## src/rtl/stcb_pkg.sv

```systemverilog
// Shared constants and helper functions for the six-channel timer block.
package stcb_pkg;

    // Channel widths.
    localparam int ACTION_W = 2;
    localparam int ADDR_W   = 12;
    localparam int DATA_W   = 32;
    localparam int IRQ_W    = 6;

    // Timer storage widths.
    localparam int CNT_W       = 32;
    localparam int SHORT_CNT_W = 16;
    localparam int EXT_W       = CNT_W + 1;
    localparam int MODE_W      = 16;
    localparam int PHASE_W     = 11;

    // Timer population.
    localparam int MAX_TIMERS    = 6;
    localparam int NUM_TIMERS_DEF = 6;
    localparam int SHORT_TIMERS  = 3;

    // Transaction action codes.
    localparam logic [ACTION_W-1:0] ACT_TICK  = 2'd0;
    localparam logic [ACTION_W-1:0] ACT_READ  = 2'd1;
    localparam logic [ACTION_W-1:0] ACT_WRITE = 2'd2;

    // Register offsets within a timer's window.
    localparam logic [3:0] OFF_COUNT  = 4'h0;
    localparam logic [3:0] OFF_MODE   = 4'h4;
    localparam logic [3:0] OFF_TARGET = 4'h8;

    // Window bases of the two timer groups.
    localparam logic [ADDR_W-1:0] BASE_LOW  = 12'h100;
    localparam logic [ADDR_W-1:0] BASE_HIGH = 12'h480;

    // Mode bit positions.
    localparam int MB_RESET  = 3;
    localparam int MB_CMPIRQ = 4;
    localparam int MB_OVFIRQ = 5;
    localparam int MB_REPEAT = 6;
    localparam int MB_TOGGLE = 7;
    localparam int MB_EXTCLK = 8;
    localparam int MB_T2PRE  = 9;
    localparam int MB_IRQEN  = 10;
    localparam int MB_CMPFLG = 11;
    localparam int MB_OVFFLG = 12;
    localparam int MB_T4PRE_LO = 13;
    localparam int MB_T4PRE_HI = 14;

    // Mode write masks: the flags come from the old mode, the enable is forced on, the rest from the bus.
    localparam logic [MODE_W-1:0] MODE_KEEP_MASK = 16'h1c00;
    localparam logic [MODE_W-1:0] MODE_DATA_MASK = 16'he3ff;
    localparam logic [MODE_W-1:0] MODE_IRQEN     = 16'h0400;

    // Counter limits, one bit wider than the counter to see the carry.
    localparam logic [EXT_W-1:0] LIMIT_SHORT = 33'h0_0000_ffff;
    localparam logic [EXT_W-1:0] LIMIT_LONG  = 33'h0_ffff_ffff;

    // Last phase value of each prescaled period (period minus one).
    localparam logic [PHASE_W-1:0] T1_PHASE_LAST = 11'd1171;
    localparam logic [PHASE_W-1:0] T2_PHASE_LAST = 11'd3;
    localparam logic [PHASE_W-1:0] T4_PHASE_LAST = 11'd128;

    // Base address of timer i.
    function automatic logic [ADDR_W-1:0] timer_base(input int i);
        logic [ADDR_W-1:0] base;
        if (i < SHORT_TIMERS)
        begin
            base = BASE_LOW + ADDR_W'(16 * i);
        end
        else
        begin
            base = BASE_HIGH + ADDR_W'(16 * (i - SHORT_TIMERS));
        end
        return base;
    endfunction

    // Last phase value of the prescaler of timer i; zero where there is none.
    function automatic logic [PHASE_W-1:0] phase_last(input int i);
        logic [PHASE_W-1:0] last;
        case (i)
            1:       last = T1_PHASE_LAST;
            2:       last = T2_PHASE_LAST;
            4:       last = T4_PHASE_LAST;
            default: last = '0;
        endcase
        return last;
    endfunction

    // True when timer i runs from its prescaler under mode m.
    function automatic logic prescale_on(input int i, input logic [MODE_W-1:0] m);
        logic on;
        case (i)
            1:       on = m[MB_EXTCLK];
            2:       on = m[MB_T2PRE];
            4:       on = m[MB_T4PRE_LO] | m[MB_T4PRE_HI];
            default: on = 1'b0;
        endcase
        return on;
    endfunction

    // Interrupt enable update when a timer fires.
    function automatic logic [MODE_W-1:0] fire_mode(input logic [MODE_W-1:0] m);
        logic [MODE_W-1:0] r;
        r = m;
        if (!r[MB_REPEAT])
        begin
            r[MB_IRQEN] = 1'b0;
        end
        else if (r[MB_TOGGLE])
        begin
            r[MB_IRQEN] = ~r[MB_IRQEN];
        end
        return r;
    endfunction

endpackage

```

## src/rtl/stcb_req_if.sv

```systemverilog
// Request channel interface: tick, bus read or bus write transactions.
interface stcb_req_if;
    logic                               valid;
    logic                               ready;
    logic [stcb_pkg::ACTION_W-1:0]      action;
    logic [stcb_pkg::ADDR_W-1:0]        address;
    logic [stcb_pkg::DATA_W-1:0]        write_data;

    modport source (output valid, action, address, write_data, input ready);
    modport sink   (input valid, action, address, write_data, output ready);
endinterface

```

## src/rtl/stcb_rsp_if.sv

```systemverilog
// Response channel interface: read data and interrupt pulses.
interface stcb_rsp_if;
    logic                               valid;
    logic                               ready;
    logic [stcb_pkg::DATA_W-1:0]        read_data;
    logic [stcb_pkg::IRQ_W-1:0]         irq_pulses;

    modport source (output valid, read_data, irq_pulses, input ready);
    modport sink   (input valid, read_data, irq_pulses, output ready);
endinterface

```

## src/rtl/six_channel_timer_counter_block_core.sv

```systemverilog
// Top level of the six-channel timer block: timer state, bus decode and response register.
//
//   channel | direction | payload                          | handshake
//   --------+-----------+----------------------------------+------------
//   req     | in        | action, address, write_data      | valid/ready
//   rsp     | out       | read_data, irq_pulses            | valid/ready
//
// Each request transaction is worked in the cycle it is accepted and its response appears
// in the response register on the next cycle; one transaction per cycle unless stalled.
// The figure is set by the per-timer update (33-bit add, target and limit compares).
// Reset clears all counters, targets, modes, prescaler phases and the response valid.
// A stalled response holds; a new request is still taken in the cycle it is drained.
module six_channel_timer_counter_block_core #(
    parameter int NUM_TIMERS = stcb_pkg::NUM_TIMERS_DEF
) (
    input  logic            clk,
    input  logic            rst_n,
    stcb_req_if.sink        req,
    stcb_rsp_if.source      rsp
);

    localparam int MAXT = stcb_pkg::MAX_TIMERS;

    logic                                   accept;
    logic [3:0]                             offset;
    logic [MAXT-1:0][stcb_pkg::DATA_W-1:0]  rd_vec;
    logic [MAXT-1:0]                        pulse_vec;
    logic [stcb_pkg::DATA_W-1:0]            rd_any;

    logic                                   rsp_valid_reg;
    logic [stcb_pkg::DATA_W-1:0]            read_data_reg;
    logic [stcb_pkg::IRQ_W-1:0]             irq_pulses_reg;

    // Accept whenever the response register is empty or being drained.
    assign req.ready = !rsp_valid_reg || rsp.ready;
    assign accept    = req.valid && req.ready;
    assign offset    = req.address[3:0];

    // Per-timer state and next-state logic.
    for (genvar i = 0; i < MAXT; i++)
    begin : g_tmr
        if (i < NUM_TIMERS)
        begin : g_on
            localparam int CW = (i < stcb_pkg::SHORT_TIMERS) ?
                                stcb_pkg::SHORT_CNT_W : stcb_pkg::CNT_W;
            localparam logic [stcb_pkg::EXT_W-1:0] LIMIT =
                (i < stcb_pkg::SHORT_TIMERS) ? stcb_pkg::LIMIT_SHORT : stcb_pkg::LIMIT_LONG;
            localparam logic [stcb_pkg::EXT_W-1:0] WRAP = LIMIT + stcb_pkg::EXT_W'(1);
            localparam logic [stcb_pkg::PHASE_W-1:0] PHASE_LAST = stcb_pkg::phase_last(i);
            localparam logic [stcb_pkg::ADDR_W-1:0] BASE = stcb_pkg::timer_base(i);

            logic [CW-1:0]                  count_reg, count_next;
            logic [stcb_pkg::CNT_W-1:0]     target_reg, target_next;
            logic [stcb_pkg::MODE_W-1:0]    mode_reg, mode_next;
            logic [stcb_pkg::PHASE_W-1:0]   phase_reg, phase_next;
            logic                           sel;
            logic [stcb_pkg::DATA_W-1:0]    rd;
            logic                           pulse;

            assign sel = (req.address[stcb_pkg::ADDR_W-1:4] == BASE[stcb_pkg::ADDR_W-1:4]);

            // Tick, read and write effects on this timer.
            always_comb
            begin
                logic [stcb_pkg::EXT_W-1:0]     prev;
                logic [stcb_pkg::EXT_W-1:0]     cnt;
                logic [stcb_pkg::EXT_W-1:0]     tgt;
                logic [stcb_pkg::MODE_W-1:0]    m;
                logic                           pre;
                logic                           cleared;

                count_next  = count_reg;
                target_next = target_reg;
                mode_next   = mode_reg;
                phase_next  = phase_reg;
                rd          = '0;
                pulse       = 1'b0;

                prev    = stcb_pkg::EXT_W'(count_reg);
                tgt     = stcb_pkg::EXT_W'(target_reg);
                pre     = stcb_pkg::prescale_on(i, mode_reg);
                m       = mode_reg;
                cleared = 1'b0;
                cnt     = prev + (pre ? stcb_pkg::EXT_W'(1) : stcb_pkg::EXT_W'(2));

                case (req.action)
                    stcb_pkg::ACT_TICK:
                    begin
                        if (pre && (phase_reg < PHASE_LAST))
                        begin
                            phase_next = phase_reg + stcb_pkg::PHASE_W'(1);
                        end
                        else
                        begin
                            phase_next = '0;
                            // Compare event is handled before overflow.
                            if ((cnt >= tgt) && (prev < tgt))
                            begin
                                m[stcb_pkg::MB_CMPFLG] = 1'b1;
                                if (m[stcb_pkg::MB_CMPIRQ] && m[stcb_pkg::MB_IRQEN])
                                begin
                                    pulse = 1'b1;
                                    m     = stcb_pkg::fire_mode(m);
                                    if (m[stcb_pkg::MB_RESET])
                                    begin
                                        cnt = '0;
                                    end
                                end
                            end
                            // Overflow wraps, or clears on a firing reset-mode timer.
                            if (cnt > LIMIT)
                            begin
                                m[stcb_pkg::MB_OVFFLG] = 1'b1;
                                if (m[stcb_pkg::MB_OVFIRQ] && m[stcb_pkg::MB_IRQEN])
                                begin
                                    pulse   = 1'b1;
                                    m       = stcb_pkg::fire_mode(m);
                                    cleared = m[stcb_pkg::MB_RESET];
                                end
                                cnt = cleared ? '0 : (cnt - WRAP);
                            end
                            count_next = CW'(cnt);
                            mode_next  = m;
                        end
                    end
                    stcb_pkg::ACT_READ:
                    begin
                        if (sel)
                        begin
                            case (offset)
                                stcb_pkg::OFF_COUNT:  rd = stcb_pkg::DATA_W'(count_reg);
                                stcb_pkg::OFF_TARGET: rd = target_reg;
                                stcb_pkg::OFF_MODE:
                                begin
                                    rd = stcb_pkg::DATA_W'(mode_reg);
                                    mode_next[stcb_pkg::MB_CMPFLG] = 1'b0;
                                    mode_next[stcb_pkg::MB_OVFFLG] = 1'b0;
                                end
                                default: ;
                            endcase
                        end
                    end
                    stcb_pkg::ACT_WRITE:
                    begin
                        if (sel)
                        begin
                            case (offset)
                                stcb_pkg::OFF_COUNT:  count_next = CW'(req.write_data);
                                stcb_pkg::OFF_TARGET:
                                begin
                                    target_next = req.write_data;
                                    if (!mode_reg[stcb_pkg::MB_TOGGLE])
                                    begin
                                        mode_next[stcb_pkg::MB_IRQEN] = 1'b1;
                                    end
                                end
                                stcb_pkg::OFF_MODE:
                                begin
                                    mode_next = ((mode_reg | stcb_pkg::MODE_IRQEN)
                                                 & stcb_pkg::MODE_KEEP_MASK)
                                              | (req.write_data[stcb_pkg::MODE_W-1:0]
                                                 & stcb_pkg::MODE_DATA_MASK);
                                    if (target_reg == '0)
                                    begin
                                        mode_next[stcb_pkg::MB_CMPFLG] = 1'b1;
                                    end
                                    count_next = '0;
                                    phase_next = '0;
                                end
                                default: ;
                            endcase
                        end
                    end
                    default: ;
                endcase
            end

            // Timer state registers.
            always_ff @(posedge clk or negedge rst_n)
            begin
                if (!rst_n)
                begin
                    count_reg  <= '0;
                    target_reg <= '0;
                    mode_reg   <= '0;
                    phase_reg  <= '0;
                end
                else if (accept)
                begin
                    count_reg  <= count_next;
                    target_reg <= target_next;
                    mode_reg   <= mode_next;
                    phase_reg  <= phase_next;
                end
            end

            assign rd_vec[i]    = rd;
            assign pulse_vec[i] = pulse;
        end
        else
        begin : g_off
            assign rd_vec[i]    = '0;
            assign pulse_vec[i] = 1'b0;
        end
    end

    // At most one timer is selected, so the read data is an OR over all timers.
    always_comb
    begin
        rd_any = '0;
        for (int k = 0; k < MAXT; k++)
        begin
            rd_any = rd_any | rd_vec[k];
        end
    end

    // Response register.
    always_ff @(posedge clk or negedge rst_n)
    begin
        if (!rst_n)
        begin
            rsp_valid_reg <= 1'b0;
        end
        else if (accept)
        begin
            rsp_valid_reg <= 1'b1;
        end
        else if (rsp.ready)
        begin
            rsp_valid_reg <= 1'b0;
        end
    end

    always_ff @(posedge clk)
    begin
        if (accept)
        begin
            read_data_reg  <= rd_any;
            irq_pulses_reg <= pulse_vec;
        end
    end

    assign rsp.valid      = rsp_valid_reg;
    assign rsp.read_data  = read_data_reg;
    assign rsp.irq_pulses = irq_pulses_reg;

endmodule

```

## src/flat_wrapper.sv

```systemverilog
// flat-port wrapper written by rule: the top's interface ports become plain ports
module six_channel_timer_counter_block_core_flat 
#(
    parameter int NUM_TIMERS = stcb_pkg::NUM_TIMERS_DEF
)
  (clk, rst_n, req_valid, req_action, req_address, req_write_data, req_ready, rsp_valid, rsp_read_data, rsp_irq_pulses, rsp_ready);
  stcb_req_if req_i ();
  stcb_rsp_if rsp_i ();
  input  logic clk;
  input  logic rst_n;
  input wire logic [$bits(req_i.valid)-1:0] req_valid;
  input wire logic [$bits(req_i.action)-1:0] req_action;
  input wire logic [$bits(req_i.address)-1:0] req_address;
  input wire logic [$bits(req_i.write_data)-1:0] req_write_data;
  output wire logic [$bits(req_i.ready)-1:0] req_ready;
  output wire logic [$bits(rsp_i.valid)-1:0] rsp_valid;
  output wire logic [$bits(rsp_i.read_data)-1:0] rsp_read_data;
  output wire logic [$bits(rsp_i.irq_pulses)-1:0] rsp_irq_pulses;
  input wire logic [$bits(rsp_i.ready)-1:0] rsp_ready;
  assign req_i.valid = req_valid;
  assign req_i.action = req_action;
  assign req_i.address = req_address;
  assign req_i.write_data = req_write_data;
  assign req_ready = req_i.ready;
  assign rsp_valid = rsp_i.valid;
  assign rsp_read_data = rsp_i.read_data;
  assign rsp_irq_pulses = rsp_i.irq_pulses;
  assign rsp_i.ready = rsp_ready;
  six_channel_timer_counter_block_core #(.NUM_TIMERS(NUM_TIMERS)) u_core (.clk(clk), .rst_n(rst_n), .req(req_i), .rsp(rsp_i));
endmodule
```

## config.mk

```make
export PLATFORM = sky130hd
export DESIGN_NAME = six_channel_timer_counter_block_core_flat
export DESIGN_NICKNAME = d
export VERILOG_FILES = /design/src/rtl/stcb_pkg.sv /design/src/rtl/stcb_req_if.sv /design/src/rtl/stcb_rsp_if.sv /design/src/rtl/six_channel_timer_counter_block_core.sv /design/src/flat_wrapper.sv
export SDC_FILE = /design/constraint.sdc
export NUM_CORES = 2
export LEC_CHECK = 0
export BUFFER_PORTS_ARGS = -buffer_cell sky130_fd_sc_hd__buf_2
export CAP_MARGIN = 20
export CORE_MARGIN = 4
export CORE_UTILIZATION = 50
export CTS_BUF_LIST = sky130_fd_sc_hd__clkbuf_4
export DETAILED_ROUTE_END_ITERATION = 8
export PLACE_DENSITY_LB_ADDON = 0.1
export SYNTH_ARGS = -nofsm -noshare
export SYNTH_HDL_FRONTEND = slang
export SYNTH_SLANG_ARGS = --single-unit
```

## constraint.sdc

```tcl
create_clock -name clk -period 11.62 [get_ports clk]
set_input_delay 1.743 -clock clk [delete_from_list [all_inputs] [get_ports clk]]
set_output_delay 1.743 -clock clk [all_outputs]
set_load 0.1 [all_outputs]
```

# ---- Word level (Yosys, flattened, before mapping)
# Index checks and enable logic that the tools add are counted.
dict set report totals {
  ff_bits 504
  inputBits 50
}
dict set report classes {
  addsub 15
  n_lt_le_gt_ge 21
  n_eq_ne 41
  muxes 255
  bitwise_logic 25
  n_reduce_logical 77
}
# operator n
set ops {}
lappend ops {{33-bit two-way mux} 27}
lappend ops {{32-bit two-way mux} 22}
lappend ops {{32-bit one-hot mux with 3 select lines} 6}
lappend ops {{16-bit two-way mux} 29}
lappend ops {{32-bit one-hot mux with 2 select lines} 4}
lappend ops {{11-bit two-way mux} 19}
lappend ops {{33-bit by 32-bit >= comparator with 1-bit output} 6}
lappend ops {{11-bit one-hot mux with 2 select lines} 9}
lappend ops {{32-bit logical NOT} 6}
lappend ops {{32-bit bitwise OR} 5}
lappend ops {{16-bit one-hot mux with 2 select lines} 4}
lappend ops {{33-bit by 16-bit greater-than comparator with 1-bit output (second input constant)} 3}
lappend ops {{33-bit by 32-bit greater-than comparator with 1-bit output (second input constant)} 3}
lappend ops {{16-bit by 32-bit < comparator with 1-bit output} 3}
lappend ops {{32-bit < comparator} 3}
lappend ops {{13-bit by 16-bit bitwise OR with 16-bit output} 6}
lappend ops {{32-bit by 1-bit subtractor with 32-bit output (second input constant)} 3}
lappend ops {{1-bit two-way mux} 83}
lappend ops {{13-bit two-way mux} 6}
lappend ops {{12-bit two-way mux} 6}
lappend ops {{16-bit by 33-bit adder with 33-bit output} 2}
lappend ops {{32-bit by 2-bit adder with 33-bit output (second input constant)} 2}
lappend ops {{10-bit two-way mux} 6}
lappend ops {{4-bit AND reduction} 15}
lappend ops {{35 further kinds} 156}

# ---- Depth between registers and ports, before layout
dict set report logic_depth {
  ltp_word 17
  mapped_depth 23
  ltp_nobuf 20
}

# ---- Least setup slack after synthesis
# No wires, ideal clock.
dict set report synth_path {
  path_kind {in2reg}
  from {input rsp_ready}
  to {register u_core.g_tmr[4].g_on.mode_reg[13] (netlist bit)}
  arrival_ns 5.039
  required_ns 11.495
  setup_slack_ns 6.456
  stages 8
  path_cell_list {nand2b_1 -> nand2_1 -> inv_1 -> o21ai_0 -> nor2_1 -> nand2_1 -> nor2_1 -> mux2_2}
}
dict set report synth_via {
  elab_chain_len 3
}
# element line
set synth_lines {}
lappend synth_lines {{start, declared} flat_wrapper.sv:19} ;# input wire logic [$bits(rsp_i.ready)-1:0] rsp_ready;
lappend synth_lines {{1-bit logical OR} six_channel_timer_counter_block_core.sv:35} ;# assign req.ready = !rsp_valid_reg || rsp.ready;
lappend synth_lines {{1-bit logical AND} six_channel_timer_counter_block_core.sv:36} ;# assign accept = req.valid && req.ready;
lappend synth_lines {{named net u_core.accept} six_channel_timer_counter_block_core.sv:24} ;# logic accept;
lappend synth_lines {{5-bit AND reduction (no line)} --}
lappend synth_lines {{end signal, assigned} six_channel_timer_counter_block_core.sv:192} ;# mode_reg <= mode_next;
lappend synth_lines {{end, declared} six_channel_timer_counter_block_core.sv:54} ;# logic [stcb_pkg::MODE_W-1:0] mode_reg, mode_next;
# The timed path passes the listed nets, and every way through them passes these cells.
# A chain may end at the register's enable or synchronous reset.

# ---- Worst setup path after layout
dict set report layout_path {
  from {register u_core.g_tmr[4].g_on.mode_reg[14] (netlist bit)}
  to {register u_core.g_tmr[4].g_on.count_reg[12]}
}
dict set report layout_via {
  elab_chain_len 17
  elab_cells_between_ends 27
  classes_between {add/sub (2); order compare (2); eq/ne (1); mux (17); bitwise (1); reduce/logical (4)}
}
# element line
set layout_lines {}
lappend layout_lines {{1-bit bitwise OR (*)} stcb_pkg.sv:96} ;# 4: on = m[MB_T4PRE_LO] | m[MB_T4PRE_HI];
lappend layout_lines {{branches (longest 16 deep; another with 32-bit by 33-bit adder with 33-bit output)} --}
lappend layout_lines {{end signal, assigned} six_channel_timer_counter_block_core.sv:190} ;# count_reg <= count_next;
lappend layout_lines {{end, declared} six_channel_timer_counter_block_core.sv:52} ;# logic [CW-1:0] count_reg, count_next;
# Every way passes the cells marked *. The select of a mux whose other input is x is not followed.

==> flow_metrics.tcl <==
set metrics [dict create \
    status "completed" \
    pin_count 90 \
    clock_latency_ns 1.04 \
    cts_made_buffers 147 \
    drive_gt1_share_pct 14.9 \
    layoutNonFillerInstCount 4912 \
    grt.overflow.total 0 \
    grt_max_degree 105 \
    rrSetupSlack_ns 6.43 \
    cts_setup_buffers 0 \
    portBuffers 89 \
    cp-endpoint "u_core.g_tmr[4].g_on.count_reg[12]" \
    worst-path-stages 21 \
    firstDrtPassIters 6 \
    syn_avg_cell_area_um2 8.94 \
    clockBufferDepth 3 \
    clk_pin_slew_ns 0.06 \
    cts_tree "done" \
    drcViolationCount 0 \
    ys_warn_count 0 \
    htreeDepth 4 \
    routed_via_density 6.46 \
    grt.busiest_layer "met1" \
    use_met3_pct 11.0 \
    rows 96 \
    post-route-period-util_pct 44.7 \
    p_seq_share_pct 42.1 \
    required_ns 12.51 \
    sw_frac_of_total_pct 37.6 \
    cts.sinks 504 \
    grt.total_usage_pct 35.6 \
    pwr-share-clk_pct 31.4 \
    synth_edf_count 38 \
    reg2reg_from "u_core.g_tmr[4].g_on.mode_reg[14]" \
    final_area_mm2 0.0375 \
    area_growth_pct 8.85 \
    arrival_ns 6.09 \
    cts_repair_resize_count 0 \
    min_path_cells 2 \
    synth_nets 4214 \
    wirelength_um 133000 \
    first_global_vias 29800 \
    fp.coreArea_mm2 0.0685 \
    synthArstFlopShare_pct 92.5 \
    ys_ff_latch 504 \
    hold_viol 0 \
    netlist.area_leader.share_pct 33.8 \
    crit_path_max_fanout 28 \
    use_met1_pct 51.1 \
    use_met2_pct 50.2 \
    synth_cell_types 94 \
    drt_iter0_markers 4156 \
    finalSetupViolCount 0 \
    worstPathCellList "nor2_1 > inv_1 > ha_1 > fa_1 > and4_4 > and3_1 > and3_1 > and3_1 > nand3_1 > xnor2_1 > ha_1 > nand4_1 > nor4_1 > nand2_1 > nor4_1 > nor4_2 > o21ai_2 > nor3b_4 > buf_4 > o41ai_1 > a22o_1" \
    clock-root-buffer "clkbuf_4" \
    seq_area_frac_synth_pct 37.1 \
    cp_top_family "simple AND/OR/NAND/NOR gates" \
    gp_congestion 0.954 \
    rsz0062_at_grt "no" \
    crit_type "flop to flop" \
    synthTopCellsByCount "dfrtp_1, nand2_1, o21ai_0" \
    cp_slowest_cell "fa_1" \
    p_leak_nw 17.5 \
    internal-power_mw 3.53 \
    yosysTopAreaCell "dfrtp_1" \
    vias 31700 \
    start_util_pct 50.4 \
    tightest_slew_ns 1.11 \
    ys.flop_type "dfrtp_1" \
    grt_pass1_wl_um 196000 \
    die_area_mm2 0.0732 \
    fin_skew_ns 0.0759 \
    max_freq_mhz 193 \
    fin_nets 4275 \
    setup_tns_ns 0 \
    cp-start-kind "flop" \
    hpwl_um 95100 \
    die_h_um 271 \
    power_frac_comb_pct 26.4 \
    setup.worst_path.start "u_core.g_tmr[4].g_on.mode_reg[14]" \
    syn_inst 3858 \
    max_cap_violations 0 \
    worst_path_most_repeated_cell "and3_1" \
    slew_viol_final 0 \
    p_per_area_mw_per_mm2 151 \
    crit_path_end_kind "flop" \
    hp-class "flop to flop" \
    switching_power_mw 2.13 \
    ctsHoldBuffers 0 \
    slew_headroom_pct 26.0 \
    post-place-cells 4649 \
    wl_per_cell_um 27.0 \
    ant_nets 0 \
    reg2reg_to "u_core.g_tmr[4].g_on.count_reg[12]" \
    largest_register_ffs 192 \
    dpl-instance-area_mm2 0.0356 \
    period_minus_slack_ns 5.19 \
    die_width_um 271 \
    critPathMaxStageDelay_ns 0.52 \
    synthesis.area_mm2 0.0345 \
    reg2regPathDepth 21 \
    antenna_found_initial 5 \
    synth_area_leaders "dfrtp_1, ha_1, mux2_2" \
    ir_worst_vdd_mv 0.0846 \
    path_buf_inv 2 \
]
[worst register-to-register path, stage by stage, from the launching register on]
cell     delay [ns]
dfrtp_1        0.41
nor2_1         0.23
inv_1          0.18
ha_1           0.26
fa_1           0.52
and4_4         0.23
and3_1         0.21
and3_1         0.26
and3_1         0.22
nand3_1        0.14
xnor2_1        0.09
ha_1           0.32
nand4_1        0.12
nor4_1         0.28
nand2_1        0.10
nor4_1         0.29
nor4_2         0.07
o21ai_2        0.12
nor3b_4        0.22
buf_4          0.38
o41ai_1        0.14
a22o_1         0.29
[logic make-up (layout without fill, tap and decap cells)]
group | after synthesis | in the layout | synth area share [%]
xor+xnor | 131 | 131 | 3.33
simple gates | 1173 | 1173 | 16.2
other cells | 0 | 6 | 0
buf+inv | 449 | 615 | 5.19
fa+ha+maj | 306 | 306 | 11.2
mux | 225 | 225 | 7.17
flops | 504 | 504 | 37.1
compound gates | 1070 | 1070 | 19.8
[cell type report]
class,count,area (µm²)
Antenna cell,6,15.0
Clock buffer,215,1610
Clock inverter,39,294
Fill cell,6438,30900
Inverter,226,848
Multi-Input combinational cell,2905,20000
Sequential cell,504,12800
Tap cell,882,1100
Timing Repair Buffer,135,845
[placed cells by master, fill, tap and decap left out, types with 89 or more instances in the layout]
| cell | count |
|---|---|
| a21oi_1 | 150 |
| nand2_1 | 466 |
| dfrtp_1 | 466 |
| inv_1 | 224 |
| ha_1 | 302 |
| o22ai_1 | 92 |
| a22oi_1 | 114 |
| clkbuf_4 | 216 |
| mux2_2 | 176 |
| nand3_1 | 124 |
| nor2_1 | 210 |
| o21ai_0 | 343 |
| xnor2_1 | 89 |
[power by group through the flow]
stage,combinational (mW),clock (mW),sequential [mW]
2_1_floorplan,1.08,0,2.26
4_1_cts,1.47,1.81,2.37
6_report,1.50,1.78,2.38
3_3_place_gp,1.45,0,2.40
3_5_place_dp,1.46,0,2.40
5_1_grt,1.67,1.91,2.41
[per-stage QoR]
| step | setup WS [ns] | total power, mW | hold WS [ns] | utilization, % |
|---|---|---|---|---|
| after floorplan | 6.46 | 3.34 | 0.444 | - |
| after global placement | 6.27 | 3.84 | 0.459 | 51.9 |
| after detailed placement | 6.13 | 3.86 | 0.470 | 51.9 |
| after CTS | 6.49 | 5.65 | 0.482 | 54.7 |
| after global routing | 6.03 | 6.00 | 0.501 | 54.8 |
| final | 6.43 | 5.66 | 0.480 | 54.8 |
[worst min-delay path by stage]
stage	start	to	slack, ns
2_1_floorplan	u_core.g_tmr[2].g_on.mode_reg[0]	u_core.g_tmr[2].g_on.mode_reg[0]	0.44
3_3_place_gp	u_core.g_tmr[2].g_on.mode_reg[0]	u_core.g_tmr[2].g_on.mode_reg[0]	0.46
3_5_place_dp	u_core.g_tmr[2].g_on.mode_reg[0]	u_core.g_tmr[2].g_on.mode_reg[0]	0.47
4_1_cts	u_core.g_tmr[2].g_on.mode_reg[0]	u_core.g_tmr[2].g_on.mode_reg[0]	0.48
5_1_grt	u_core.g_tmr[2].g_on.phase_reg[10]	u_core.g_tmr[2].g_on.phase_reg[10]	0.50
6_report	u_core.g_tmr[2].g_on.mode_reg[0]	u_core.g_tmr[2].g_on.mode_reg[0]	0.48
[per-layer routing]
layer	vias up	share of wire (%)
met1	15300	42
li1	14300	-
met3	320	12
met5	-	0
met2	1796	41
met4	0	4.4
Power figures use the tool's default switching activity.
